**src/design/tcw_pkg.sv**
```systemverilog
package tcw_pkg;

  // Default screen size, handed to the top level as parameter defaults.
  localparam int DEFAULT_MAX_COLS = 80;
  localparam int DEFAULT_MAX_ROWS = 25;

  // Linear cell indexes never exceed 31 * 127 + 127, so 13 bits always hold them.
  localparam int LIN_MIN_W = 13;

  localparam int CFG_DATA_W = 8;

  localparam int Q_DEPTH = 2;
  localparam int Q_PTR_W = 1;
  localparam int Q_CNT_W = 2;

  localparam logic [7:0] CH_BACKSPACE  = 8'h08;
  localparam logic [7:0] CH_TAB        = 8'h09;
  localparam logic [7:0] CH_NEWLINE    = 8'h0A;
  localparam logic [7:0] CH_SPACE      = 8'h20;
  localparam logic [7:0] CH_UNDERSCORE = 8'h5F;

  // A tab is five spaces: one at dispatch and this many more.
  localparam logic [2:0] TAB_EXTRA_SPACES = 3'd4;

  localparam logic [15:0] RAW_SPACE_CELL    = 16'h0020;
  localparam logic [15:0] RESET_BLANK_CELL  = 16'h0F20;
  localparam logic [15:0] RESET_CURSOR_CELL = 16'h0F5F;

  localparam logic [6:0] RESET_COLUMNS    = 7'd80;
  localparam logic [4:0] RESET_ROWS       = 5'd25;
  localparam logic [3:0] RESET_TEXT_COLOR = 4'd15;
  localparam logic [3:0] RESET_BACK_COLOR = 4'd0;

  typedef enum logic [1:0] {
    MODE_PUT   = 2'd0,
    MODE_CLEAR = 2'd1,
    MODE_READ  = 2'd2
  } mode_t;

  typedef enum logic [1:0] {
    CFG_COLUMNS          = 2'd0,
    CFG_ROWS             = 2'd1,
    CFG_TEXT_COLOR       = 2'd2,
    CFG_BACKGROUND_COLOR = 2'd3
  } cfg_index_t;

  typedef struct packed {
    logic [1:0]  mode;
    logic [7:0]  char_code;
    logic [10:0] cell_address;
  } in_item_t;

  typedef struct packed {
    logic [15:0] read_data;
    logic [6:0]  cursor_column;
    logic [4:0]  cursor_row;
  } out_item_t;

  typedef struct packed {
    logic [6:0] columns;
    logic [4:0] rows;
    logic [3:0] text_color;
    logic [3:0] background_color;
  } cfg_regs_t;

  typedef enum logic [2:0] {
    CMD_PUT,
    CMD_TAB,
    CMD_NEWLINE,
    CMD_BACKSPACE,
    CMD_CLEAR,
    CMD_READ,
    CMD_NOP
  } cmd_op_t;

  typedef struct packed {
    cmd_op_t     op;
    logic [7:0]  ch;
    logic [10:0] addr;
  } cmd_t;

  typedef enum logic [3:0] {
    ST_INIT,
    ST_IDLE,
    ST_PUT,
    ST_BS_ERASE,
    ST_FIX,
    ST_SCROLL,
    ST_FILL,
    ST_CLEAR,
    ST_READ
  } back_state_t;

endpackage

```
**src/design/tcw_front.sv**
```systemverilog
module tcw_front (
  input  logic              start,
  input  tcw_pkg::in_item_t item,
  input  logic              q_full,
  input  logic              init_busy,
  output logic              busy,
  output logic              push,
  output tcw_pkg::cmd_t     cmd
);

  assign busy = q_full || init_busy;
  assign push = start && !busy;

  always_comb begin
    cmd.ch   = item.char_code;
    cmd.addr = item.cell_address;
    case (item.mode)
      tcw_pkg::MODE_PUT: begin
        case (item.char_code)
          tcw_pkg::CH_NEWLINE:   cmd.op = tcw_pkg::CMD_NEWLINE;
          tcw_pkg::CH_BACKSPACE: cmd.op = tcw_pkg::CMD_BACKSPACE;
          tcw_pkg::CH_TAB:       cmd.op = tcw_pkg::CMD_TAB;
          default:               cmd.op = tcw_pkg::CMD_PUT;
        endcase
      end
      tcw_pkg::MODE_CLEAR: cmd.op = tcw_pkg::CMD_CLEAR;
      tcw_pkg::MODE_READ:  cmd.op = tcw_pkg::CMD_READ;
      default:             cmd.op = tcw_pkg::CMD_NOP;
    endcase
  end

endmodule

```
**config.mk**
```make
export PLATFORM = sky130hd
export DESIGN_NAME = tcw_front
export DESIGN_NICKNAME = d
export VERILOG_FILES = /design/src/design/tcw_pkg.sv /design/src/design/tcw_front.sv
export SDC_FILE = /design/constraint.sdc
export NUM_CORES = 1
export LEC_CHECK = 0
export BUFFER_PORTS_ARGS = -buffer_cell sky130_fd_sc_hd__buf_2
export CORE_AREA = 2 2 39 41
export DETAILED_ROUTE_END_ITERATION = 10
export DIE_AREA = 0 0 41 43
export GPL_ROUTABILITY_DRIVEN = 0
export PLACE_DENSITY = 0.62
export SKIP_LAST_GASP = 1
export SYNTH_ARGS = -nofsm -noshare
export SYNTH_HDL_FRONTEND = slang
export SYNTH_SLANG_ARGS = --single-unit
```
**constraint.sdc**
```tcl
create_clock -name vclk -period 1.56
set_input_delay 0.234 -clock vclk [all_inputs]
set_output_delay 0.234 -clock vclk [all_outputs]
set_load 0.005 [all_outputs]
```
# [After elaboration in Yosys (flattened, before gate mapping)]
# Cells that the tools add are included.
[op_classes] n_reduce_logical=4 n_mux=2 n_eq_ne=5
[op_table] cell="equality test 8 x 4 -> 1 bit (second input constant)" n=3
[op_table] cell="one-hot mux 3 bit (3 select lines)" n=1
[op_table] cell="one-hot mux 2 bit (3 select lines)" n=1
[op_table] cell="equality test 2 x 1 -> 1 bit (second input constant)" n=1
[op_table] cell="equality test 2 bit (second input constant)" n=1
[op_table] cell="logical NOT 2 bit" n=1
[op_table] cell="logical AND 1 bit" n=1
[op_table] cell="logical NOT 1 bit" n=1
[op_table] cell="logical OR 1 bit" n=1
[totals] in_bits=24 word_cells=11 reg_bits=0

# [Depth between registers and ports, before layout]
# Gate-level depths: netlist of run 1.
[logic_depth] ltp_word=3 mapped_depth=4 depth_no_buf=4

# [Worst setup path after synthesis of run 1]
# No wires, ideal clock.
[synth_timing] path_kind="input port to output port" from="input port item[19] in the netlist's numbering" to="output port cmd[20] in the netlist's numbering" path_stages=4 path_slack_ps=112 n_path_buf=0 t_arrival_ps=1214 required_time_ps=1326 cell_sequence="inv_1 > ha_1 > or4b_1 > o32ai_1"
[synth_rtl] item="start: declaration" line="tcw_front.sv:3" source="input tcw_pkg::in_item_t item,"
[synth_rtl] item="end: declaration" line="tcw_front.sv:8" source="output tcw_pkg::cmd_t cmd"

==> results of run 1 <==
critical path, stage by stage:
cell	delay [ns]
buf_6	0.09
inv_2	0.06
ha_4	0.13
or4b_4	0.48
o41ai_2	0.21
buf_2	0.16
cell type report:
type	instances	area [um^2]	share of cell area, %
multi-input combinational	9	108.9	32.95
timing repair buffer	31	183.9	55.68
inverter	4	17.52	5.303
tap	16	20.02	6.061
routing by layer:
layer,track usage (%),part of all wire [%],vias to the layer above,wire length (um)
met5,0,0,-,0
met3,1.047,14,0,75
met2,14.06,59,16,307
met4,0.6667,0,0,0
met1,1.899,26,98,134
li1,-,-,108,-
path summary, 6_finish.rpt:
kind | slack [ns] | to | start | cells past startpoint
worst max-delay path | -0.04 | cmd[19] | item[19] | 6
worst min-delay path | 0.47 | cmd[10] | item[10] | 0
cell usage in the layout (no fill, tap or decap):
| master | synthesis | layout |
|---|---|---|
| buf_2 | 0 | 24 |
| buf_4 | 19 | 5 |
| buf_6 | 0 | 1 |
| buf_8 | 0 | 1 |
| ha_1 | 2 | 1 |
| ha_4 | 0 | 1 |
| inv_1 | 4 | 2 |
| inv_2 | 0 | 1 |
| inv_4 | 0 | 1 |
| nand2b_1 | 1 | 1 |
| nor2_1 | 1 | 1 |
| o32ai_2 | 0 | 1 |
| o41ai_2 | 1 | 1 |
| or2_2 | 1 | 1 |
| or3b_2 | 1 | 1 |
| or4b_4 | 0 | 1 |
cells in the mapped netlist:
library cell	number	share of area, %
nand2b_1	1	2.6
buf_4	19	59
o32ai_1	1	3.6
o41ai_2	1	6.7
or2_2	1	2.6
ha_1	2	10
or3b_2	1	3.6
nor2_1	1	1.5
or4b_1	1	4.1
inv_1	4	6.2
cell families (layout without fill, tap and decap cells):
| family | count (synthesis) | in the layout | share of synthesized area (%) |
|---|---|---|---|
| AND/OR/NAND/NOR | 5 | 5 | 14.44 |
| AO/OA/AOI/OAI | 2 | 2 | 10.31 |
| buffers and inverters | 23 | 35 | 64.95 |
| adder cells (fa/ha/maj) | 2 | 2 | 10.31 |
power breakdown:
group          switching (W)  internal [W]
Combinational      0.0000283     0.0000460
Clock                      0             0
Sequential                 0             0
Total              0.0000283     0.0000460
per-stage QoR:
step	worst slack [ns]	utilization (%)
floorplan	0.1115	-
global placement	-0.1785	19.17
detailed placement	-0.2198	19.17
CTS	-0.02922	23.87
global route	-0.05144	23.87
finish	-0.04053	23.87
what timing repair did:
item                       in CTS  in global routing
setup buffers                   3                  0
pin swaps                       3                  0
gates resized for setup        11                  0
setup endpoints to repair       2                  2
hold buffers                    0                  0
==> results.md, run 1 <==
* Post-Layout Inst Area at 330.3 um^2
* Initial antenna violation count at 0
* Status: finished, violations left
* Total grt overflow at 0
* Nets at 72
* DRC at 0
* YS warnings at 0
* Min Hold Slack at about 0.47 ns
* Largest net degree at the start of global routing at 3
* Sequential Area at 0 um^2
* PD cells at 225.1 nW/um^2
* Share of cells above drive strength 1 at 88.64%
* Worst-path fanout max at 2
* Starting Density at about 18%
* Hold Path Class: in2out
* Synthesized instance count at 32
* Crit Path Category: in2out
* Post-route setup TNS at -0.06047 ns
* Yosys cell types at 10
* Input/output buffers at 26
* CP endpoint kind: output port
* Seq_cells at 0
* Worst rel slew slack at 84.40%
* Worst setup margin at -0.04053 ns
* Worst Path Arrival at roughly 1.4 ns
* Final Max Tran Viols at 0
* DP Area at 265.3 um^2
* Avg Inst Size Synth at 7.585 um^2
* Via count at 222
* WL/cell at 8.633 um
* GRT Total Usage at 5.395%
* P_leak at 0.1866 nW
* RSZ-0062 raised after global routing: true
* Max Fclk at 0.6248 GHz
* Row count at 14
* Die area at between 1500 and 2000 um^2
* Failing checks: setup timing
* Vias per inst at 3.700
* Final WL at 518 um
* CP startpoint kind: input pin
* First-pass GRT wire length at 690 um
* 1st-pass router iterations at 1
* Top Ports at between 40 and 50
* Slew @ Worst Pin at 0.2315 ns
* MaxCap Viol Count at 0
* Minimum clock period at about 1.6 ns
* Sequential area share after synthesis at 0%
* Clkbuf count at 0
* # fillers at 160
* Mapped Nets at slightly below 60
* Crit path required time at 1.33 ns
* Final setup viols at 2
* Ant diodes at 0
* Placed Cells at 57
* Die width at 41 um
* Core area at 1384 um^2
* Vias in the first global route at 213
* Fin cells at 60
* Worst vdd ir at 0.00003199 V
* Period Utilization, post-route at 102.6%
* Synthesized cell area at around 240 um^2
* Pwr Total at 0.00007435 W
* Detail Route Antenna Nets at 0
* Area delta synth->final at 36.08%
* Die Span Y at 43 um
* Fin. Hold Viols at 0
* Starting DRC count in detailed routing at 0
Note: power is estimated with default switching activity, not from simulation.
==> run 2, diff against run 1 <==
--- a/config.mk
+++ b/config.mk
@@ -11,7 +11,6 @@
 export DIE_AREA = 0 0 41 43
 export GPL_ROUTABILITY_DRIVEN = 0
 export PLACE_DENSITY = 0.62
-export SKIP_LAST_GASP = 1
 export SYNTH_ARGS = -nofsm -noshare
 export SYNTH_HDL_FRONTEND = slang
 export SYNTH_SLANG_ARGS = --single-unit
==> run 2 against run 1 <==
  * The flow still finishes with violations (setup timing)
  * Count of clock-buffer cells in the layout is the same
  * First-iteration DRC count stayed put
  * Critical path depth is the same
  * Via count is the same
  * Core utilization up 0.36 points
  * Hold slack did not move
  * Global-route usage is the same
  * Non-clock buffer count stayed put
==> results.md, run 2 (same netlist as run 1, synthesis figures left out) <==
* CP endpoint kind: output port (unchanged)
* Final WL at 518 um (unchanged)
* # fillers at 158 (was 160)
* Hold Path Class: in2out (unchanged)
* Ant diodes at 0 (unchanged)
* Crit Path Category: in2out (unchanged)
* Worst-path fanout max at 2 (unchanged)
* Core area at 1384 um^2 (unchanged)
* Commonest non-fill, non-tap cell in the layout: buf_2 (unchanged)
* Failing checks: setup timing (unchanged)
* Final setup viols at 2 (unchanged)
* Top Ports at 48 (unchanged)
* Min Hold Slack at 0.4680 ns (unchanged)
* Via count at 222 (unchanged)
* Max Fclk at 0.6271 GHz (was 0.6248 GHz)
* WL/cell at 8.633 um (unchanged)
* DRC at 0 (unchanged)
* MaxCap Viol Count at 0 (unchanged)
* Seq_cells at 0 (unchanged)
* Total grt overflow at 0 (unchanged)
* Post-Layout Inst Area at 335.3 um^2 (was 330.3 um^2)
* Starting DRC count in detailed routing at 0 (unchanged)
* Nets at 72 (unchanged)
* Detail Route Antenna Nets at 0 (unchanged)
* RSZ-0062 raised after global routing: true (unchanged)
* Share of cells above drive strength 1 at 88.64% (unchanged)
* Clkbuf count at 0 (unchanged)
* Area delta synth->final at 38.14% (was 36.08%)
* Leading cell types in the layout, fill and taps excluded: buf_2, buf_4, inv_1 (unchanged)
* Vias in the first global route at 213 (unchanged)
* Final Util at 24.23% (was 23.87%)
* DP Area at 265.3 um^2 (unchanged)
* Starting Density at 17.54% (unchanged)
* Vias per inst at 3.700 (unchanged)
* Worst vdd ir at 0.00003280 V (was 0.00003199 V)
* Worst Path Arrival at 1.36 ns (was 1.37 ns)
* Fin. Hold Viols at 0 (unchanged)
* Worst rel slew slack at 84.40% (unchanged)
* Row count at 14 (unchanged)
* Initial antenna violation count at 0 (unchanged)
* Input/output buffers at 26 (unchanged)
* Die width at 41 um (unchanged)
* GRT Total Usage at 5.395% (unchanged)
* Status: finished, violations left (unchanged)
* 1st-pass router iterations at 1 (unchanged)
* Die Span Y at 43 um (unchanged)
* Cts hold-fix bufs at 0 (unchanged)
* Sequential Area at 0 um^2 (unchanged)
* Crit path required time at 1.33 ns (about the same)
* CP startpoint kind: input pin (unchanged)
* Minimum clock period at 1.595 ns (was 1.601 ns)
* Slew @ Worst Pin at 0.2315 ns (about the same)
* P_leak at 0.1869 nW (was 0.1866 nW)
* Period Utilization, post-route at 102.2% (was 102.6%)
* PD cells at 226.4 nW/um^2 (was 225.1 nW/um^2)
* Worst setup margin at -0.03464 ns (was -0.04053 ns)
* Final Max Tran Viols at 0 (unchanged)
* Die area at 1763 um^2 (unchanged)
* Largest net degree at the start of global routing at 3 (unchanged)
* First-pass GRT wire length at 690 um (unchanged)
==> run 2: cell counts in the layout (fill, tap and decap cells not counted) <==
Identical to the previous run, type by type.
==> run 2: worst max-delay path, stage by stage <==
cell and delay, ns:
buf_8 0.10, inv_6 0.05, ha_4 0.13, or4b_4 0.48
o41ai_2 0.21, buf_2 0.16
==> run 2: timing repair <==
action                     in CTS  in global routing
pin swaps                       3                  0
setup endpoints to repair       2                  2
buffers inserted                3                  0
resized for setup              11                  2
==> run 2: stage by stage <==
stage | setup TNS (ns) | worst slack (ns) | instances | power [W]
after global placement | -0.3521 | -0.1785 | 57 | 0.00005599
final | -0.04869 | -0.03464 | 60 | 0.00007592
after floorplan | 0 | 0.1115 | 32 | 0.00005427
after CTS | -0.03018 | -0.02922 | 60 | 0.00007376
after detailed placement | -0.4098 | -0.2198 | 57 | 0.00005734
after global routing | -0.08130 | -0.04195 | 60 | 0.00008383
==> run 2: path summary, 6_finish.rpt <==
check	depth (start not counted)	to	start	slack (ns)
max	6	cmd[19]	item[20]	-0.03
min	0	cmd[10]	item[10]	0.47
==> run 2: area by class of cell <==
cell class	count	area (um^2)	area share (%)
inverters	4	22.52	6.716
multi-input cells	9	108.9	32.46
well taps	16	20.02	5.970
repair buffers	31	183.9	54.85
==> run 2: power by group <==
part	switching, W	leakage (nW)	internal [W]
clock	0	0	0
combinational	0.0000293	0.187	0.0000466
sequential	0	0	0
total	0.0000293	0.187	0.0000466
==> run 2: routing by layer <==
layer  track usage (%)  wire length, um
met1             1.899              134
met2             14.06              307
met3             1.047               75
met4            0.6667                0
met5                 0                0
==> run 3, diff against run 2 <==
--- a/config.mk
+++ b/config.mk
@@ -10,7 +10,7 @@
 export DETAILED_ROUTE_END_ITERATION = 10
 export DIE_AREA = 0 0 41 43
 export GPL_ROUTABILITY_DRIVEN = 0
-export PLACE_DENSITY = 0.62
+export PLACE_DENSITY = 0.61
 export SYNTH_ARGS = -nofsm -noshare
 export SYNTH_HDL_FRONTEND = slang
 export SYNTH_SLANG_ARGS = --single-unit
==> constraint.sdc (replaced) <==
create_clock -name vclk -period 1.4
set_input_delay 0.21 -clock vclk [all_inputs]
set_output_delay 0.21 -clock vclk [all_outputs]
set_load 0.005 [all_outputs]
==> run 3 against run 2 <==
  * The flow still finishes with violations (setup timing)
  * Non-clock buffer count fell by 1
  * First-iteration DRC count did not move
  * Via count fell by 2.7%
  * Combinational power rose by 6.2%
  * Sequential share of layout area did not move
  * Die area did not move
  * Worst setup slack got worse by 0.081 ns
  * Critical path depth did not move
  * Cell count fell by 1.7%
  * Global-route usage fell by 0.70 points
  * Hold slack got worse by 0.048 ns
  * Sequential cell count did not move
  * Largest power group unchanged
  * Highest routed layer is now met4
==> results.md, run 3 (same netlist as run 1, synthesis figures left out) <==
* Status: finished, violations left (unchanged)
* Failing checks: setup timing (unchanged)
* Total grt overflow at 0 (unchanged)
* Die width at 41 um (unchanged)
* Detail Route Antenna Nets at 0 (unchanged)
* Crit path max-delay cell type: or4b_4 (unchanged)
* HP Start: item[0] (was item[10])
* Worst vdd ir at 0.00004209 V (was 0.00003280 V)
* Fin. Hold Viols at 0 (unchanged)
* Sequential Area at 0 um^2 (unchanged)
* Die area at 1763 um^2 (unchanged)
* Pre-CTS setup slack at -0.2925 ns (was -0.2198 ns)
* Met3 global-route usage at 1.047% (unchanged)
* Min Hold Slack at 0.4200 ns (was 0.4680 ns)
* MaxCap Viol Count at 0 (unchanged)
* Minimum clock period at 1.516 ns
* Vias in the first global route at 175 (was 213)
* Largest net degree at the start of global routing at 3 (unchanged)
* Final Util at 23.69% (was 24.23%)
* CP endpoint kind: output port (unchanged)
* Die Span Y at 43 um (unchanged)
* CP startpoint kind: input pin (unchanged)
* PD cells at 245.8 nW/um^2 (was 226.4 nW/um^2)
* Worst Path Buf+Inv at 3 (unchanged)
* Share of cells above drive strength 1 at 88.37% (was 88.64%)
* Gr busiest metal: met2 (unchanged)
* Ant diodes at 0 (unchanged)
* Core area at 1384 um^2 (unchanged)
* Clock group share of total power at 0% (about the same)
* Crit path required time at 1.19 ns (was 1.33 ns)
* Sequential power share at 0% (about the same)
* Pwr Total at 0.00008057 W (was 0.00007592 W)
* Internal power at 0.00004990 W (was 0.00004665 W)
* RSZ-0062 raised after global routing: true (unchanged)
* Clkbuf count at 0 (unchanged)
* Worst Path Arrival at 1.31 ns (was 1.36 ns)
* Worst rel slew slack at 85.92% (was 84.40%)
* Initial antenna violation count at 0 (unchanged)
* Max Fclk at 0.6598 GHz
* WL/cell at 7.136 um (was 8.633 um)
* GRT Total Usage at 4.695% (was 5.395%)
* Worst-path fanout max at 2 (unchanged)
* Seq_cells at 0 (unchanged)
* Commonest non-fill, non-tap cell in the layout: buf_2 (unchanged)
* Final setup viols at 2 (unchanged)
* Crit path max-delay family: simple AND/OR/NAND/NOR gates (unchanged)
* Final Max Tran Viols at 0 (unchanged)
* Input/output buffers at 26 (unchanged)
* Leading cell types in the layout, fill and taps excluded: buf_2, buf_4, inv_1 (unchanged)
* CP max stage delay at 0.47 ns (was 0.48 ns)
* 1st-pass router iterations at 1 (unchanged)
* P_leak at 0.1821 nW (was 0.1869 nW)
* # fillers at 152 (was 158)
* Met2 usage in global routing at 10.31% (was 14.06%)
* First-pass GRT wire length at 621 um (was 690 um)
* Sw Pwr at 0.00003067 W (was 0.00002927 W)
* Starting DRC count in detailed routing at 0 (unchanged)
* Worst hold stages at 0 (unchanged)
* Nets at 71 (was 72)
* M1 GR Usage at 2.848% (was 1.899%)
* Hold Crit Endpoint: cmd[0] (was cmd[10])
* Vias per inst at 3.661 (was 3.700)
* Worst setup margin at -0.1156 ns (was -0.03464 ns)
* Comb pwr share at 100.0% (about the same)
* Slew @ Worst Pin at 0.2089 ns (was 0.2315 ns)
* Crit-path cells: buf_8, inv_6, ha_4, or4b_4, o41ai_2, buf_2 (unchanged)
* Row count at 14 (unchanged)
* Top Ports at 48 (unchanged)
* DRC at 0 (unchanged)
* Area delta synth->final at 35.05% (was 38.14%)
* Final WL at 421 um (was 518 um)
* Starting Density at 17.54% (unchanged)
* Crit Path Category: in2out (unchanged)
* Cts hold-fix bufs at 0 (unchanged)
* Via count at 216 (was 222)
* Hold Path Class: in2out (unchanged)
* Switching Fraction at 38.07% (was 38.55%)
* Period Utilization, post-route at 108.3%
run 3: cell type report:
cell class	count	area (um^2)	area share (%)
Timing Repair Buffer	30	176.4	53.82
Multi-Input combinational cell	9	108.9	33.21
Inverter	4	22.52	6.870
Tap cell	16	20.02	6.107
run 3: how the worst max path moves through the flow:
stage | slack [ns] | end | start | depth (start not counted)
after global routing | -0.16 | cmd[19] | item[20] | 6
after CTS | -0.13 | cmd[19] | item[20] | 6
after detailed placement | -0.29 | cmd[19] | item[20] | 6
after floorplan | -0.0005 | cmd[20] | item[19] | 4
after global placement | -0.28 | cmd[20] | item[19] | 6
final | -0.12 | cmd[19] | item[20] | 6
run 3: power groups by stage:
stage | Clock, W | Combinational, W | Sequential [W]
after floorplan | 0 | 0.0000605 | 0
after global placement | 0 | 0.0000643 | 0
after detailed placement | 0 | 0.0000657 | 0
after CTS | 0 | 0.0000786 | 0
after global routing | 0 | 0.0000898 | 0
final | 0 | 0.0000806 | 0
run 3: what timing repair did:
item | 4_1_cts | 5_1_grt
setup buffers | 1 | 0
setup endpoints to repair | 2 | 2
gates resized for setup | 9 | 3
pin swaps | 3 | 0
run 3: through the flow:
step           cells     TNS, ns  area (um^2)
6_report          59     -0.2222        327.8
5_1_grt           59     -0.3023        327.8
4_1_cts           59     -0.2441        319.1
3_5_place_dp      58     -0.5771        272.8
3_3_place_gp      58     -0.5599        272.8
2_1_floorplan     32  -0.0004643        242.7
run 3: metal layers:
layer / vias up / part of all wire [%]
li1: 107 / -
met1: 93 / 25
met2: 14 / 57
met3: 2 / 17
met4: 0 / 0.95
met5: - / 0
