==> config.mk <==
export PLATFORM = sky130hd
export DESIGN_NAME = tcw_queue
export DESIGN_NICKNAME = d
export VERILOG_FILES = /design/src/design/tcw_pkg.sv /design/src/design/tcw_queue.sv
export SDC_FILE = /design/constraint.sdc
export NUM_CORES = 1
export LEC_CHECK = 0
export ABC_AREA = 1
export ABC_CLOCK_PERIOD_IN_PS = 2300
export CORE_ASPECT_RATIO = 1.4
export CORE_MARGIN = 5
export CORE_UTILIZATION = 26
export DETAILED_ROUTE_END_ITERATION = 7
export DONT_BUFFER_PORTS = 1
export GPL_TIMING_DRIVEN = 0
export SLEW_MARGIN = 40
export SYNTH_ARGS = -nofsm -noshare
export SYNTH_HDL_FRONTEND = slang
export SYNTH_SLANG_ARGS = --single-unit
==> constraint.sdc <==
create_clock -name clk -period 2.3 [get_ports clk]
set_input_delay 0.46 -clock clk [delete_from_list [all_inputs] [get_ports clk]]
set_output_delay 0.46 -clock clk [all_outputs]
set_load 0.05 [all_outputs]
==> src/design/tcw_pkg.sv <==
package tcw_pkg;

  // Default screen size, handed to the top level as parameter defaults.
  localparam int DEFAULT_MAX_COLS = 80;
  localparam int DEFAULT_MAX_ROWS = 25;

  // Linear cell indexes never exceed 31 * 127 + 127, so 13 bits always hold them.
  localparam int LIN_MIN_W = 13;

  localparam int CFG_DATA_W = 8;

  localparam int Q_DEPTH = 2;
  localparam int Q_PTR_W = 1;
  localparam int Q_CNT_W = 2;

  localparam logic [7:0] CH_BACKSPACE  = 8'h08;
  localparam logic [7:0] CH_TAB        = 8'h09;
  localparam logic [7:0] CH_NEWLINE    = 8'h0A;
  localparam logic [7:0] CH_SPACE      = 8'h20;
  localparam logic [7:0] CH_UNDERSCORE = 8'h5F;

  // A tab is five spaces: one at dispatch and this many more.
  localparam logic [2:0] TAB_EXTRA_SPACES = 3'd4;

  localparam logic [15:0] RAW_SPACE_CELL    = 16'h0020;
  localparam logic [15:0] RESET_BLANK_CELL  = 16'h0F20;
  localparam logic [15:0] RESET_CURSOR_CELL = 16'h0F5F;

  localparam logic [6:0] RESET_COLUMNS    = 7'd80;
  localparam logic [4:0] RESET_ROWS       = 5'd25;
  localparam logic [3:0] RESET_TEXT_COLOR = 4'd15;
  localparam logic [3:0] RESET_BACK_COLOR = 4'd0;

  typedef enum logic [1:0] {
    MODE_PUT   = 2'd0,
    MODE_CLEAR = 2'd1,
    MODE_READ  = 2'd2
  } mode_t;

  typedef enum logic [1:0] {
    CFG_COLUMNS          = 2'd0,
    CFG_ROWS             = 2'd1,
    CFG_TEXT_COLOR       = 2'd2,
    CFG_BACKGROUND_COLOR = 2'd3
  } cfg_index_t;

  typedef struct packed {
    logic [1:0]  mode;
    logic [7:0]  char_code;
    logic [10:0] cell_address;
  } in_item_t;

  typedef struct packed {
    logic [15:0] read_data;
    logic [6:0]  cursor_column;
    logic [4:0]  cursor_row;
  } out_item_t;

  typedef struct packed {
    logic [6:0] columns;
    logic [4:0] rows;
    logic [3:0] text_color;
    logic [3:0] background_color;
  } cfg_regs_t;

  typedef enum logic [2:0] {
    CMD_PUT,
    CMD_TAB,
    CMD_NEWLINE,
    CMD_BACKSPACE,
    CMD_CLEAR,
    CMD_READ,
    CMD_NOP
  } cmd_op_t;

  typedef struct packed {
    cmd_op_t     op;
    logic [7:0]  ch;
    logic [10:0] addr;
  } cmd_t;

  typedef enum logic [3:0] {
    ST_INIT,
    ST_IDLE,
    ST_PUT,
    ST_BS_ERASE,
    ST_FIX,
    ST_SCROLL,
    ST_FILL,
    ST_CLEAR,
    ST_READ
  } back_state_t;

endpackage

==> src/design/tcw_queue.sv <==
module tcw_queue (
  input  logic          clk,
  input  logic          rst,
  input  logic          push,
  input  tcw_pkg::cmd_t din,
  input  logic          pop,
  output tcw_pkg::cmd_t dout,
  output logic          empty,
  output logic          full
);

  tcw_pkg::cmd_t                 slots [tcw_pkg::Q_DEPTH];
  logic [tcw_pkg::Q_PTR_W-1:0]   wr_ptr;
  logic [tcw_pkg::Q_PTR_W-1:0]   rd_ptr;
  logic [tcw_pkg::Q_CNT_W-1:0]   count;

  assign empty = (count == '0);
  assign full  = (count == tcw_pkg::Q_CNT_W'(tcw_pkg::Q_DEPTH));
  assign dout  = slots[rd_ptr];

  always_ff @(posedge clk) begin
    if (rst) begin
      wr_ptr <= '0;
      rd_ptr <= '0;
      count  <= '0;
    end else begin
      if (push) begin
        wr_ptr <= wr_ptr + tcw_pkg::Q_PTR_W'(1);
      end
      if (pop) begin
        rd_ptr <= rd_ptr + tcw_pkg::Q_PTR_W'(1);
      end
      count <= count + tcw_pkg::Q_CNT_W'(push) - tcw_pkg::Q_CNT_W'(pop);
    end
  end

  always_ff @(posedge clk) begin
    if (push) begin
      slots[wr_ptr] <= din;
    end
  end

endmodule

======== Word-level counts from Yosys, hierarchy flattened ========
Memory sizes are Yosys's and may differ from the RTL's. A register that Yosys moved wholly into a read port is not among the register bits.
Cells that the tools add are included.
storage, ports and cells
  memory bits (writable) .................. 44
  logic and storage cells ................. 14
  memories ................................ 1
  flip-flop bits (word level) ............. 4
  output and inout port bits .............. 24
  input port bits ......................... 26
memories
  name   depth  width  rd ports  clocked after Yosys merged registers in  write ports  line             RTL
  slots  2      22     1         1                                        1            tcw_queue.sv:12  tcw_pkg::cmd_t slots [tcw_pkg::Q_DEPTH];
operators by class
  add/sub/neg operators ................... 4
  reductions and logical operators ........ 1
  muxes and demuxes ....................... 4
  equality and inequality tests ........... 1
operator list
  kind                   count
  $mux W1                4
  $add A1 B1 Y1 const B  2
  $add A2 B1 Y2          1
  $eq A2 B2 Y1 const B   1
  $logic_not A2 Y1       1
  $sub A2 B1 Y2          1

======== Depth between registers and ports, before layout ========
Gate-level depths: netlist (run 1).
  depth in word-level cells ............... 3
  gate-level depth with buffers ........... 9
  mapped depth without buffers ............ 9

======== Worst setup path after synthesis (run 1) ========
Ideal clock, no wire load.
  kind .................................... input to register
  start point ............................. input port push
  end point ............................... memory slots[0][0] (netlist name), enable pin
  slack ................................... 0.467 ns
  library setup time ...................... 0.401 ns
  buffers on the path ..................... 0
  arrival time ............................ 1.432 ns
  data required time ...................... 1.899 ns
  stages on the path ...................... 2
  path through ............................ inv_1 nor2_1
between the ends
  word-level cells in the longest chain between the ends .. 2
ends and longest elaborated chain
  item                           line             RTL
  start: declaration             tcw_queue.sv:4   input logic push,
  $mux W1                        tcw_queue.sv:38  if (push) begin
  $mux W1 (implied by the code)  tcw_queue.sv:39  slots[wr_ptr] <= din;
  end: declaration               tcw_queue.sv:12
Every way passes these cells.

==> results of run 1 <==
[power breakdown]
group          total [mW]  internal [mW]  switching (mW)
clock network       0.621          0.353           0.267
logic               0.319         0.0717           0.247
registers            1.05           1.03          0.0199
total                1.99           1.45           0.535
[logic make-up after synthesis]
family	after synthesis	synth area share [%]
flip-flops	49	78.3
multiplexers	22	13.6
AND/OR/NAND/NOR	14	3.03
buffers and inverters	10	2.89
adder cells (fa/ha/maj)	2	1.38
AO/OA/AOI/OAI	1	0.275
XOR/XNOR	1	0.483
[worst paths after layout]
check        slack (ps)        end  startpoint
max                 450   dout[13]   flip-flop
min                 230  flip-flop         rst
max reg2reg         850   count[1]    count[0]
min reg2reg         550  flip-flop      rd_ptr
[synth_stat cells]
cell / n / area [sq um]
sky130_fd_sc_hd__nor2_1: 8 / 30.0
sky130_fd_sc_hd__dfxtp_1: 5 / 100
sky130_fd_sc_hd__ha_1: 2 / 25.0
sky130_fd_sc_hd__xnor2_1: 1 / 8.76
sky130_fd_sc_hd__buf_6: 2 / 22.5
sky130_fd_sc_hd__mux2_2: 22 / 248
sky130_fd_sc_hd__nor3_1: 1 / 5.00
sky130_fd_sc_hd__a21oi_1: 1 / 5.00
sky130_fd_sc_hd__nand2_1: 4 / 15.0
sky130_fd_sc_hd__inv_1: 8 / 30.0
sky130_fd_sc_hd__edfxtp_1: 44 / 1320
sky130_fd_sc_hd__nand3_1: 1 / 5.00
[final cells by class]
| type | instances | area share (%) |
|---|---|---|
| plain buffers | 2 | 1.08 |
| clock buffers | 6 | 3.97 |
| clock inverters | 2 | 1.80 |
| inverters | 8 | 1.44 |
| multi-input cells | 40 | 17.0 |
| flip-flops and latches | 49 | 68.3 |
| well taps | 95 | 5.71 |
| repair buffers | 1 | 0.721 |
[state kept, by name, summed over array words and instances (netlist names), named ones only]
| register | cells |
|---|---|
| count | 2 |
| rd_ptr | 1 |
| slots | 44 |
| wr_ptr | 1 |
[metrics by stage]
| step | cells | worst slack [ps] | hold WS, ps |
|---|---|---|---|
| 2_1_floorplan | 99 | 467 | 480 |
| 3_3_place_gp | 194 | -4.49 | 495 |
| 3_5_place_dp | 195 | 760 | 526 |
| 4_1_cts | 203 | 427 | 218 |
| 5_1_grt | 203 | 394 | 215 |
| 6_report | 203 | 450 | 229 |
[per-layer routing]
metal / GRT usage, % / vias to the layer above / routed length [um]
met1: 8.03 / 400 / 1160
met4: 3.62 / 0 / 86
met5: 0 / - / 0
li1: - / 376 / -
met3: 3.31 / 8 / 252
met2: 14.6 / 39 / 1900
==> flow_summary.yaml, run 1 <==
setup_path:
  crit_path_max_fanout: 10
  critical_path.top_delay_family: "multiplexers"
  worstPathRequired_ps: 1840
  path_class: "reg2out"
  worstRegToRegCells: 8
  crit_buf_inv: 1
  cp_slowest_stage_delay_ps: 480
  timing.critical_path.arrival_ps: 1390
  cell_breakdown_of_the_critical_path: "buf_6, mux2_2"
  timing.critical_path.from_type: "flip-flop"
  worst_setup_path_end_kind: "primary output"
  worst-path-stages: 2
  worst_path_max_delay_cell: "sky130_fd_sc_hd__mux2_2"
timing:
  grt_setup_unrepaired: "no"
  report.final.slew_viol_count: 0
  final.period_utilization_pct: 80.4
  tightestPinTransition_ps: 562
  setup-tns-final_ps: 0
  timing.clock.skew_ps: 3.33
  setup_viol_count_final: 0
  timing.max_slew.rel_slack_pct: 62.5
  period_needed_ps: 1850
  fmax_mhz: 541
  final-hold-violation-count: 0
clock_network:
  clk_pin_slew_ps: 80
  tritoncts_num_sinks: 49
  cts.hold.buffers_added: 0
  tritoncts: "built"
  clock-root-buffer: "sky130_fd_sc_hd__clkbuf_8"
  htree_levels: 2
  number_of_buffers_added_by_the_clock_tree_synthesis_step: 5
  clk_path_buf_depth: 2
  cts.repair.resized: 0
  post-cts-setup-buffers: 0
  worst_skew_pair.late_latency_ps: 290
power_and_ir_drop:
  maximum_ir_drop_on_the_vdd_rail_uv: 469
  total_leakage_power_nw: 0.699
  power-per-cell-area_nw_per_um2: 954
  post_route_total_power_mw: 1.99
floorplanning:
  design.core.area_sq_um: 6890
  die_area_sq_um: 8780
  ioPinCount: 50
  row_count: 36
  die_w_um: 80.6
  dieHeight_um: 109
  initial_standard_cell_utilization_of_the_core_pct: 26.3
min_path:
  worst_hold_path_type: "in2reg"
  min_delay_path_depth: 1
detailed_routing:
  wl_per_cell_um: 16.7
  remaining_antenna_violation_count_after_routing: 0
  detailedRoute.firstPassIterationCount: 4
  routed_via_density: 4.05
  dr.first_iter.drc_count: 68
  route.detailed.drc: 0
  finalWirelength_um: 3400
  dr_total_vias: 823
grt:
  grt_max_degree: 24
  grt_pass1_vias: 909
  antenna_found_initial: 0
  grt_use_total_pct: 8.12
  grt-ovfl-total: 0
  grt_first_pass_wirelength_um: 5130
logic_synthesis:
  yosysSeqAreaShare_pct: 78.3
  netlist_area_sq_um: 1820
  synth.avg_cell_area_sq_um: 18.3
  synth_cells: 99
  yosys_synthesis_warning_count: 0
  syn-num-nets: 127
  ys_ff_latch: 49
  synthDistinctLibCells: 12
finish:
  final_nets: 135
  post_route_cells_drive_above_1_share_pct: 34.3
  num-fill-cells: 685
  layout.area.seq_sq_um: 1420
  insertedDiodeCount: 0
  layout_commonest_cell: "sky130_fd_sc_hd__edfxtp_1"
  final_core_density_pct: 30.2
  multiInputGateArea_sq_um: 354
  final_area_sq_um: 2080
  syn_to_final_growth_pct: 14.7
  top_library_cells_by_usage_in_the_layout_fill_and_taps_aside: "44 x sky130_fd_sc_hd__edfxtp_1, 22 x sky130_fd_sc_hd__mux2_2, 7 x sky130_fd_sc_hd__inv_1, 6 x sky130_fd_sc_hd__clkbuf_8"
flow_run:
  total_of_max_cap_violations: 0
placed_design:
  globalplace.congestion: 0.649
  placement.cell_area_sq_um: 1960
  hpwl_um: 2550
  numPortBuffers: 0
run_status:
  run_status: "finished, final reports clean"
Note: power is estimated with default switching activity, not from simulation.
==> inputs of run 2 (changes only) <==
--- a/config.mk
+++ b/config.mk
@@ -5,8 +5,8 @@
 export SDC_FILE = /design/constraint.sdc
 export NUM_CORES = 1
 export LEC_CHECK = 0
-export ABC_AREA = 1
-export ABC_CLOCK_PERIOD_IN_PS = 2300
+export ABC_AREA = 0
+export ABC_CLOCK_PERIOD_IN_PS = 1700
 export CORE_ASPECT_RATIO = 1.4
 export CORE_MARGIN = 5
 export CORE_UTILIZATION = 26
==> constraint.sdc (replaced) <==
create_clock -name clk -period 1.7 [get_ports clk]
set_input_delay 0.34 -clock clk [delete_from_list [all_inputs] [get_ports clk]]
set_output_delay 0.34 -clock clk [all_outputs]
set_load 0.05 [all_outputs]
==> flow_summary.yaml, run 2 <==
finish:
  final_nets: 124
  final_area_sq_um: 2040
  registers.top_by_ff_count: "slots"
  insertedDiodeCount: 0
  top_library_cells_by_usage_in_the_layout_fill_and_taps_aside: "44 x sky130_fd_sc_hd__edfxtp_1, 19 x sky130_fd_sc_hd__mux2_2, 5 x sky130_fd_sc_hd__clkbuf_8, 4 x sky130_fd_sc_hd__nor2_1, 4 x sky130_fd_sc_hd__dfxtp_1"
  biggestRegsByFlops: "slots x44, count x2"
  layout_commonest_cell: "sky130_fd_sc_hd__edfxtp_1"
  syn_to_final_growth_pct: 12.7
  max_ffs_per_register: 44
  post_route_cells_drive_above_1_share_pct: 37.5
logic_synthesis:
  synth_enable_flop_cells: 44
  yosysTopAreaCell: "sky130_fd_sc_hd__edfxtp_1"
  synthDistinctLibCells: 11
  syn-num-nets: 117
  yosysSeqAreaShare_pct: 78.6
  netlist_area_sq_um: 1810
  synthTopCellsByCount: "44 x sky130_fd_sc_hd__edfxtp_1, 22 x sky130_fd_sc_hd__mux2_2, 5 x sky130_fd_sc_hd__dfxtp_1, 5 x sky130_fd_sc_hd__nor2_1, 3 x sky130_fd_sc_hd__nor2b_1"
  ys_ff_latch: 49
  synth_flop_cell: "sky130_fd_sc_hd__edfxtp_1"
  yosys_synthesis_warning_count: 0
  yosys.cell_count.top_type: "sky130_fd_sc_hd__edfxtp_1"
  synth.avg_cell_area_sq_um: 20.3
  synth_area_leaders: "sky130_fd_sc_hd__edfxtp_1 73%, sky130_fd_sc_hd__mux2_2 14%, sky130_fd_sc_hd__dfxtp_1 5.5%"
  netlist.area_leader.share_pct: 73.1
  synth_cells: 89
  fraction_of_synthesis_flops_using_an_asynchronous_set_or_reset_pin_pct: 0
placed_design:
  dpl_worst_slack_ps: 227
  placement.cell_area_sq_um: 1940
  globalplace.congestion: 0.608
  hpwl_um: 2320
  numPortBuffers: 0
timing:
  setup_viol_count_final: 0
  report.final.slew_viol_count: 0
  timing.clock.skew_ps: 9.62
  fmax_mhz: 598
  setup-tns-final_ps: 0
  setup_slack_ps: 27.0
  final-hold-violation-count: 0
  period_needed_ps: 1670
  final.period_utilization_pct: 98.4
  tightestPinTransition_ps: 675
  grt_setup_unrepaired: "yes"
  timing.max_slew.rel_slack_pct: 54.9
setup_path:
  worstRegToRegCells: 1
  timing.critical_path.arrival_ps: 1330
  worst_path_max_delay_cell: "sky130_fd_sc_hd__mux2_2"
  timing.critical_path.from_type: "flip-flop"
  crit_path_max_fanout: 10
  worst_setup_path_end_kind: "primary output"
  worstPathRequired_ps: 1360
  cell_breakdown_of_the_critical_path: "buf_6, mux2_2"
  cp_slowest_stage_delay_ps: 480
  path_class: "reg2out"
floorplanning:
  ioPinCount: 50
  design.core.area_sq_um: 6890
  row_count: 36
  dieHeight_um: 109
  die_w_um: 80.5
  initial_standard_cell_utilization_of_the_core_pct: 26.2
  die_area_sq_um: 8740
power_and_ir_drop:
  maximum_ir_drop_on_the_vdd_rail_uv: 548
  netSwitchingPower_uw: 745
  total_leakage_power_nw: 0.667
  power.clock.fraction_pct: 25.0
  seq_power_share_pct: 56.2
  share_comb_of_total_power_pct: 18.8
  switching_share_pct: 29.2
  power-per-cell-area_nw_per_um2: 1250
  post_route_total_power_mw: 2.55
  cell_internal_pwr_mw: 1.81
clock_network:
  clk_pin_slew_ps: 80
  clk_path_buf_depth: 2
  tritoncts: "built"
  cts.hold.buffers_added: 0
  tritoncts_num_sinks: 49
  clock-root-buffer: "sky130_fd_sc_hd__clkbuf_8"
  worst_skew_pair.late_latency_ps: 290
  htree_levels: 2
  number_of_buffers_added_by_the_clock_tree_synthesis_step: 5
detailed_routing:
  wl_per_cell_um: 16.4
  routed_via_density: 4.08
  detailedRoute.firstPassIterationCount: 4
  dr.first_iter.drc_count: 15
  route.detailed.drc: 0
  finalWirelength_um: 3130
  dr_total_vias: 780
  remaining_antenna_violation_count_after_routing: 0
grt:
  grt_max_degree: 23
  grt_pass1_vias: 893
  grt_use_total_pct: 7.66
  grt_first_pass_wirelength_um: 4790
  grt-ovfl-total: 0
  antenna_found_initial: 0
flow_run:
  total_of_max_cap_violations: 0
run_status:
  run_status: "finished, final reports clean"
min_path:
  min_delay_path_depth: 1
  worst_hold_path_type: "in2reg"
## run 2: cell types whose count changed after synthesis, sizes merged
cell / delta
xnor3: +1
nor2b: +3
nor2: -3
nor3: -1
inv: -6
nand2: -4
a21oi: -1
nand3: -1
xnor2: +1
and2: +1
## run 2: layer usage
metal	GRT usage (%)	part of all wire, %
met5	0	0
met3	3.72	9.5
met2	14.5	58
met4	4.35	2.5
met1	6.22	29
## run 2: path summary, 6_finish.rpt
check	endpoint	startpoint	slack [ps]
min reg2reg	flip-flop	rd_ptr	540
max	dout[14]	flip-flop	30
min	flip-flop	rst	110
max reg2reg	slots[1][1]	wr_ptr	390
## run 2: power by group through the flow
stage / clock network, mW / registers (mW) / logic (mW)
floorplan: 0 / 1.45 / 0.429
global placement: 0 / 1.46 / 0.467
detailed placement: 0 / 1.47 / 0.483
CTS: 0.678 / 1.44 / 0.483
global route: 0.726 / 1.45 / 0.503
finish: 0.639 / 1.44 / 0.479
## run 2: critical path: cells and delay by family, from the launching register on
| kind | cells | cell delay [ps] |
|---|---|---|
| multiplexers | 1 | 480 |
| flip-flops | 1 | 390 |
| buffers and inverters | 1 | 180 |
## run 2: kinds of logic after synthesis
logic type               Yosys count  synth area share [%]
flip-flops                        49                  78.6
multiplexers                      22                  13.7
AND/OR/NAND/NOR                    9                  2.42
buffers and inverters              4                  1.66
XOR/XNOR                           3                  2.21
adder cells (fa/ha/maj)            2                  1.38
## run 2: cell type report
| class | instances | area [sq um] |
|---|---|---|
| fill | 682 | 4850 |
| sequential | 49 | 1420 |
| multi-input combinational | 36 | 382 |
| tap | 95 | 119 |
| clock buffer | 5 | 68.8 |
| buffer | 2 | 22.5 |
| clock inverter | 2 | 16.3 |
| inverter | 2 | 7.51 |
## run 2: timing repair
item / in CTS / in global routing
setup endpoints to repair: 20 / 20
buffers inserted: 0 / 0
resized for setup: 1 / 3
endpoints found under the hold margin: 0 / 0
## run 2: per-stage QoR
stage	hold slack, ps	cells	util (%)
5_1_grt	98.6	191	29.6
3_5_place_dp	416	184	28.2
2_1_floorplan	412	89	-
3_3_place_gp	414	184	28.0
6_report	110	191	29.6
4_1_cts	96.2	191	29.4
==> inputs of run 3 (changes only) <==
--- a/config.mk
+++ b/config.mk
@@ -10,6 +10,7 @@
 export CORE_ASPECT_RATIO = 1.4
 export CORE_MARGIN = 5
 export CORE_UTILIZATION = 26
+export CTS_BUF_LIST = sky130_fd_sc_hd__clkbuf_16
 export DETAILED_ROUTE_END_ITERATION = 7
 export DONT_BUFFER_PORTS = 1
 export GPL_TIMING_DRIVEN = 0
==> flow_summary.yaml, run 3 (synthesis gave the netlist of run 2 again) <==
run_status:
  run_status: "finished, final reports clean"
setup_path:
  path_class: "reg2out"
  worstPathRequired_ps: 1360
  r2r_start: "wr_ptr"
  worst_setup_path_end_kind: "primary output"
  timing.critical_path.arrival_ps: 1320
  timing.critical_path.from_type: "flip-flop"
  crit_path_max_fanout: 10
floorplanning:
  design.core.area_sq_um: 6890
  initial_standard_cell_utilization_of_the_core_pct: 26.2
  row_count: 36
  die_area_sq_um: 8740
  die_w_um: 80.5
  ioPinCount: 50
  dieHeight_um: 109
finish:
  biggestRegsByFlops: "slots x44, count x2"
  syn_to_final_growth_pct: 15.8
  registers.top_by_ff_count: "slots"
  final_nets: 124
  post_route_cells_drive_above_1_share_pct: 37.5
  top_library_cells_by_usage_in_the_layout_fill_and_taps_aside: "44 x sky130_fd_sc_hd__edfxtp_1, 19 x sky130_fd_sc_hd__mux2_2, 5 x sky130_fd_sc_hd__clkbuf_16, 4 x sky130_fd_sc_hd__nor2_1, 4 x sky130_fd_sc_hd__dfxtp_1"
  layout_commonest_cell: "sky130_fd_sc_hd__edfxtp_1"
  multiInputGateArea_sq_um: 382
  layout.area.seq_sq_um: 1420
  max_ffs_per_register: 44
  insertedDiodeCount: 0
  num-fill-cells: 678
detailed_routing:
  remaining_antenna_violation_count_after_routing: 0
  route.detailed.drc: 0
  routed_via_density: 4.07
  wl_per_cell_um: 16.6
  dr.first_iter.drc_count: 24
  finalWirelength_um: 3170
  dr_total_vias: 778
  detailedRoute.firstPassIterationCount: 4
grt:
  grt-ovfl-total: 0
  grt_max_degree: 23
  antenna_found_initial: 0
  grt_use_total_pct: 7.73
  grt_pass1_vias: 883
  grt_first_pass_wirelength_um: 4820
clock_network:
  clk_pin_slew_ps: 60
  clk_path_buf_depth: 2
  tritoncts: "built"
  worst_skew_pair.late_latency_ps: 280
  htree_levels: 2
  post-cts-setup-buffers: 0
  cts.hold.buffers_added: 0
  clock-root-buffer: "sky130_fd_sc_hd__clkbuf_16"
  tritoncts_num_sinks: 49
  number_of_buffers_added_by_the_clock_tree_synthesis_step: 5
min_path:
  worst_hold_path_type: "in2reg"
  worst_hold_start: "rst"
flow_run:
  total_of_max_cap_violations: 0
power_and_ir_drop:
  maximum_ir_drop_on_the_vdd_rail_uv: 593
  total_leakage_power_nw: 0.692
  post_route_total_power_mw: 2.85
  power-per-cell-area_nw_per_um2: 1360
timing:
  finalHoldWorstSlack_ps: 123
  report.final.slew_viol_count: 0
  tightestPinTransition_ps: 678
  fmax_mhz: 601
  setup_viol_count_final: 0
  final-hold-violation-count: 0
  grt_setup_unrepaired: "yes"
  timing.clock.skew_ps: 6.98
  setup_slack_ps: 37.2
  final.period_utilization_pct: 97.8
  timing.max_slew.rel_slack_pct: 54.7
  setup-tns-final_ps: 0
  period_needed_ps: 1660
placed_design:
  numPortBuffers: 0
  hpwl_um: 2320
  globalplace.congestion: 0.608
  dpl_worst_slack_ps: 227
==> run 3: timing repair <==
item,in CTS,in global routing
pin swaps,0,0
setup endpoints to repair,20,20
resized for setup,3,1
==> run 3: metal layers <==
layer / vias to the layer above / track usage, % / routed length [um]
met5: - / 0 / 0
met4: 0 / 3.99 / 48
met3: 2 / 3.97 / 300
met2: 31 / 14.3 / 1860
met1: 399 / 6.59 / 967
li1: 346 / - / -
==> run 3: critical path: stages, from the launching register on <==
cell and delay, ps:
sky130_fd_sc_hd__dfxtp_2 390, sky130_fd_sc_hd__buf_6 180, sky130_fd_sc_hd__mux2_2 480
==> run 3: through the flow <==
stage          area, sq um  utilization, %  instances
6_report              2090            30.4        191
5_1_grt               2090            30.4        191
4_1_cts               2090            30.4        191
3_5_place_dp          1940            28.2        184
3_3_place_gp          1930            28.0        184
2_1_floorplan         1810               -         89
==> run 3: worst paths after layout <==
kind / end / slack [ps] / cells after the start
hold reg to reg: flip-flop / 540 / 2
setup / recovery: dout[16] / 40 / 2
setup reg to reg: slots[1][2] / 380 / 1
hold / removal: flip-flop / 120 / 1
==> run 3: cell type report <==
class | instances | area share (%)
clock inverter | 2 | 0.777
inverter | 2 | 0.358
tap | 95 | 5.68
multi-input combinational | 36 | 18.2
buffer | 2 | 1.08
clock buffer | 5 | 5.97
sequential | 49 | 67.9
==> run 3: power by group <==
part	leakage, nW	total (mW)	switching (mW)	internal, mW
clock	0.0659	0.928	0.390	0.538
combinational	0.172	0.480	0.357	0.123
sequential	0.455	1.44	0.0339	1.40
